File: config.mk
export PLATFORM = sky130hd
export DESIGN_NAME = rgbc_div_cell
export DESIGN_NICKNAME = d
export VERILOG_FILES = /design/src/rtl/rgbc_pkg.sv /design/src/rtl/rgbc_div_cell.sv
export SDC_FILE = /design/constraint.sdc
export NUM_CORES = 1
export LEC_CHECK = 0
export BUFFER_PORTS_ARGS = -buffer_cell sky130_fd_sc_hd__buf_2
export CORE_MARGIN = 2
export CORE_UTILIZATION = 25
export DETAILED_ROUTE_END_ITERATION = 12
export PLACE_DENSITY = 0.62
export SLEW_MARGIN = 20
export SYNTH_ARGS = -nofsm -noshare
export SYNTH_HDL_FRONTEND = slang
export SYNTH_SLANG_ARGS = --single-unit
File: constraint.sdc
create_clock -name i_clk -period 3 [get_ports i_clk]
set_input_delay 0.3 -clock i_clk [delete_from_list [all_inputs] [get_ports i_clk]]
set_output_delay 0.3 -clock i_clk [all_outputs]
set_load 0.01 [all_outputs]
File: src/rtl/rgbc_pkg.sv
// Package for the RGB convolution block: command codes, register indexes,
// field widths and channel masks. No dependencies.
`default_nettype none

package rgbc_pkg;

    localparam int CH_W   = 8;
    localparam int DIV_W  = 16;
    localparam int COEF_W = 16;
    localparam int NUM_CH = 3;
    localparam int PIX_W  = NUM_CH * CH_W;

    localparam logic [1:0] CMD_LOAD  = 2'd0;
    localparam logic [1:0] CMD_PIXEL = 2'd1;
    localparam logic [1:0] CMD_DRAIN = 2'd2;

    localparam logic [2:0] REG_WIDTH   = 3'd0;
    localparam logic [2:0] REG_HEIGHT  = 3'd1;
    localparam logic [2:0] REG_KSIZE   = 3'd2;
    localparam logic [2:0] REG_DIVISOR = 3'd3;
    localparam logic [2:0] REG_FORMAT  = 3'd4;

    localparam logic [10:0] RST_WIDTH   = 11'd1024;
    localparam logic [15:0] RST_HEIGHT  = 16'd1024;
    localparam logic [3:0]  RST_KSIZE   = 4'd3;
    localparam logic [15:0] RST_DIVISOR = 16'd1;

    localparam logic [CH_W-1:0] MASK_FULL = 8'hFF;
    localparam logic [CH_W-1:0] MASK_5    = 8'h1F;
    localparam logic [CH_W-1:0] MASK_6    = 8'h3F;

endpackage

`default_nettype wire

File: src/rtl/rgbc_div_cell.sv
// One restoring division step for three channels, registered.
// Depends on rgbc_pkg.
`default_nettype none

module rgbc_div_cell
    import rgbc_pkg::*;
#(
    parameter int DW = 31
) (
    input  wire logic                             i_clk,
    input  wire logic                             i_rst_n,
    input  wire logic                             i_valid,
    input  wire logic [DIV_W-1:0]                 i_divisor,
    input  wire logic [NUM_CH-1:0][DIV_W-1:0]     i_rem,
    input  wire logic [NUM_CH-1:0][DW-1:0]        i_dvd,
    input  wire logic [NUM_CH-1:0][CH_W-1:0]      i_quo,
    output logic                                  o_valid,
    output logic [NUM_CH-1:0][DIV_W-1:0]          o_rem,
    output logic [NUM_CH-1:0][DW-1:0]             o_dvd,
    output logic [NUM_CH-1:0][CH_W-1:0]           o_quo
);

    logic [NUM_CH-1:0][DIV_W-1:0] n_rem;
    logic [NUM_CH-1:0][DW-1:0]    n_dvd;
    logic [NUM_CH-1:0][CH_W-1:0]  n_quo;
    logic [DIV_W:0]               w_trial [NUM_CH];
    logic [DIV_W:0]               w_diff  [NUM_CH];
    logic                         w_ge    [NUM_CH];

    always_comb begin
        for (int c = 0; c < NUM_CH; c++) begin
            w_trial[c] = {i_rem[c], i_dvd[c][DW-1]};
            w_ge[c]    = w_trial[c] >= {1'b0, i_divisor};
            w_diff[c]  = w_trial[c] - {1'b0, i_divisor};
            n_rem[c]   = w_ge[c] ? w_diff[c][DIV_W-1:0] : w_trial[c][DIV_W-1:0];
            n_dvd[c]   = {i_dvd[c][DW-2:0], 1'b0};
            n_quo[c]   = {i_quo[c][CH_W-2:0], w_ge[c]};
        end
    end

    always_ff @(posedge i_clk) begin
        if (!i_rst_n) begin
            o_valid <= 1'b0;
        end else begin
            o_valid <= i_valid;
        end
    end

    always_ff @(posedge i_clk) begin
        o_rem <= n_rem;
        o_dvd <= n_dvd;
        o_quo <= n_quo;
    end

endmodule

`default_nettype wire

== Word level (Yosys, flattened, before mapping) ==
Index checks and enable logic that the tools add are counted.
Widths: inputs -> output; s select.
Word-level totals
  output and inout port bits: 166
  bits in registers: 163
  input port bits: 184
Cells by class
  magnitude comparators: 3
  add/sub/neg operators: 3
  mux-type cells: 3
Operators with widths (number)
  $ge 17x16->1: 3
  $mux 16: 3
  $sub 16x16->16: 3

== Logic depth before layout (Yosys ltp) ==
  depth in word-level cells: 2
  mapped depth: 11

== Least setup slack after synthesis ==
Ideal clock, no wire load.
  path type: input -> register
  start: input i_divisor[14]
  end: register o_rem[19] (netlist bit)
  stages on the path: 10
  arrival time: 2.205 ns
  slack: 0.674 ns
  required time: 2.879 ns
  path through: inv_1 ha_1 a21o_1 a211o_1 a31o_2 a31oi_4 and2_4 buf_12 inv_8 mux2_4
RTL lines
  start, declared: line rgbc_div_cell.sv:13  | input wire logic [DIV_W-1:0] i_divisor,
  end signal, assigned: line rgbc_div_cell.sv:50  | o_rem <= n_rem;
  end, declared: line rgbc_div_cell.sv:18  | output logic [NUM_CH-1:0][DIV_W-1:0] o_rem,

==> key figures <==
Route
  – First drt pass iteration count: 4
  – DRC errors left: 0
  – Via Count: 6340
  – Total wire length after detailed routing: 26350 um
  – Routed len/inst: 18.62 um
  – Antenna Nets Post-Route: 0
  – Post-detailed-route via-to-cell ratio: 4.481
  – Initial detailed-routing violation count: 500

CTS
  – Clock tree from TritonCTS: built
  – Number of post-CTS setup repair buffers: 0
  – Clock root buffer master: clkbuf_16
  – Clock transition time at the flip-flop clock pins of the worst setup and hold paths: 0.07 ns
  – Count of hold-fix buffers inserted at cts: 111
  – Htree depth: 4
  – Quantity of gates resized following cts: 0
  – Cts bufs inserted: 17
  – Buffers from clock root to sink, at most: 2
  – # clock sinks: 163

Worst setup path
  – Stages on worst setup path: 10
  – Kind of end point of the critical path: register
  – Worst endpoint data arrival time: 2.63 ns
  – Critical path origin: i_divisor[8]
  – Class of the most critical setup path: in2reg
  – Bufs and invs on worst path: 3
  – Required arrival time at the worst endpoint: 3.32 ns
  – Slowest-stage cell, CP: a221o_1
  – CP Max Fanout: 16
  – Slowest stage delay, CP: 0.41 ns
  – Nature of the critical path startpoint: input port
  – Kind of cell adding the most delay to the critical path: compound AO/OA/AOI/OAI gates
  – Cell-by-cell listing of the critical path: buf_2, inv_1, ha_1, and3_4, and2_4, a221o_1, o21ai_2, a21oi_4, buf_12, mux2_4

Worst hold path
  – Hold WC Path Type: in2reg
  – Launch instance of the worst min-delay path: i_valid
  – Hold Path Cell Cnt: 2
  – Hold Path End: o_valid

GRT
  – Gr ovfl total: 0
  – Via count of the first global-routing pass: 6457
  – Global-route total usage across every layer: 18.92%
  – Antenna violations before repair: 7
  – Pin count of the biggest net entering global routing: 19
  – Global-route wire length before repair: 39140 um

Synth
  – Dominant register cell in the synthesized netlist: dfxtp_1
  – Commonest cells in the synthesized netlist: dfxtp_1, ha_1, a21oi_1, inv_1, nor2_1
  – Number of distinct library cell variants in the gate-level netlist after synthesis: 68
  – Post-synthesis instance total: 591
  – Most numerous cell in the Yosys netlist: dfxtp_1
  – Mean instance size in the synthesized netlist: 11.06 um2
  – Mapped cell area: 0.006535 mm2
  – Share of Yosys cell area claimed by the top area cell type: 49.93%
  – Synthesized flop and latch total: 163
  – Count of warnings emitted by yosys: 0
  – Number of flops mapped to enable cells by yosys: 0
  – Cell taking the most area after synthesis: dfxtp_1
  – Register area share after synthesis: 49.93%
  – Cell types occupying the most area after synthesis: dfxtp_1, ha_1, mux2_4
  – Async set-reset flop share out of synthesis: 0%

Placed design
  – Count of buffers from port buffering: 343
  – Setup WS pre-CTS: 0.2707 ns
  – Placed Instances: 1266
  – Dpl hpwl: 20180 um
  – Area after DPL: 0.008653 mm2
  – Weighted congestion at the end of routability-driven global placement: 0.8664

STA
  – Final setup violation count: 0
  – Share of the clock period used by the worst path: 77.08%
  – Hold slack: 0.07585 ns
  – Worst slew slack as a fraction of its limit: 53.61%
  – Fin crit period: 2.312 ns
  – Number of hold violations in the final report: 0
  – Fmax: 432.5 MHz
  – Setup_tns: 0 ns
  – Slew of the pin with the lowest slew margin: 0.6886 ns
  – Setup repair after global routing missed its margin: false
  – Worst path setup slack after routing: 0.6877 ns
  – Number of max-slew violations in the final report: 0

Floorplanning
  – Number of placed I/O pins: 350
  – Vertical extent of the die: 165.7 um
  – Width of the chip: 165.7 um
  – Full die area: 0.02745 mm2
  – Standard cell core area: 0.02584 mm2
  – Count of standard-cell rows: 59
  – Effective utilization at floorplan: 25.29%

Final layout
  – Synth-to-Final Area Change: 58.82%
  – Post-Route Utilization: 40.17%
  – Fin cells: 1415
  – Final instance area: 0.01038 mm2
  – Fraction of final layout cells with drive strength greater than 1: 39.85%
  – Post-layout net count: 1296

Power and ir drop
  – Leak Pwr: 5.018 nW
  – Power per standard cell area: 585.3 mW/mm2
  – Peak supply drop: 0.0003951 V
  – Post-layout total power: 6.075 mW

Outcome
  – Status: finished, final reports clean

Run
  – Max-cap violations: 0
==> registers in the layout, summed over array words and instances, names as in the netlist <==
| register | cells |
|---|---|
| o_rem | 48 |
| o_dvd | 90 |
| o_valid | 1 |
| o_quo | 24 |
==> kinds of logic after synthesis <==
group	Yosys count	synth area share (%)
flip-flops	163	49.93
other	1	0.05738
XOR/XNOR	23	3.082
AND/OR/NAND/NOR	122	9.841
multiplexers	40	7.563
buffers and inverters	46	3.504
adder cells (fa/ha/maj)	51	10.11
AO/OA/AOI/OAI	145	15.91
==> placed cells by master (no fill, tap or decap), drive strengths merged, types with 11 or more instances in the layout <==
master       instances
nand3               16
a21o                11
mux2                33
inv                 41
o21ai               24
dlygate4sd3        111
a21oi               38
nor2                28
buf                351
dfxtp              163
ha                  48
nand2               21
clkbuf              18
xnor2               17
nor2b               12
o21a                12
==> power breakdown <==
part	internal, mW	leakage (nW)	switching (mW)
Combinational	0.698	3.35	0.734
Sequential	2.38	1.38	0.0558
Clock	1.14	0.293	1.06
==> per-layer routing <==
metal	vias up	global-route usage [%]	wire length [um]
met5	-	0	25
met2	244	35.31	13780
met3	63	4.683	1529
met4	4	9.225	1185
met1	2940	19.70	9833
li1	3089	-	-
==> cell type report <==
type / instances / area [um2]
timing repair buffer: 462 / 2900
clock inverter: 14 / 160.2
multi-input combinational: 384 / 3050
tap: 335 / 419.2
clock buffer: 18 / 439.2
fill: 2475 / 15460
inverter: 33 / 131.4
sequential: 163 / 3263
antenna: 6 / 15.01
==> how the worst max path moves through the flow <==
stage	end	slack, ns
final	o_rem[14]	0.69
after global placement	o_rem[36]	0.25
after floorplan	o_rem[19]	0.67
after global routing	o_rem[46]	0.48
after CTS	o_rem[35]	0.71
after detailed placement	o_rem[14]	0.27
(Power assumes the default switching activity.)
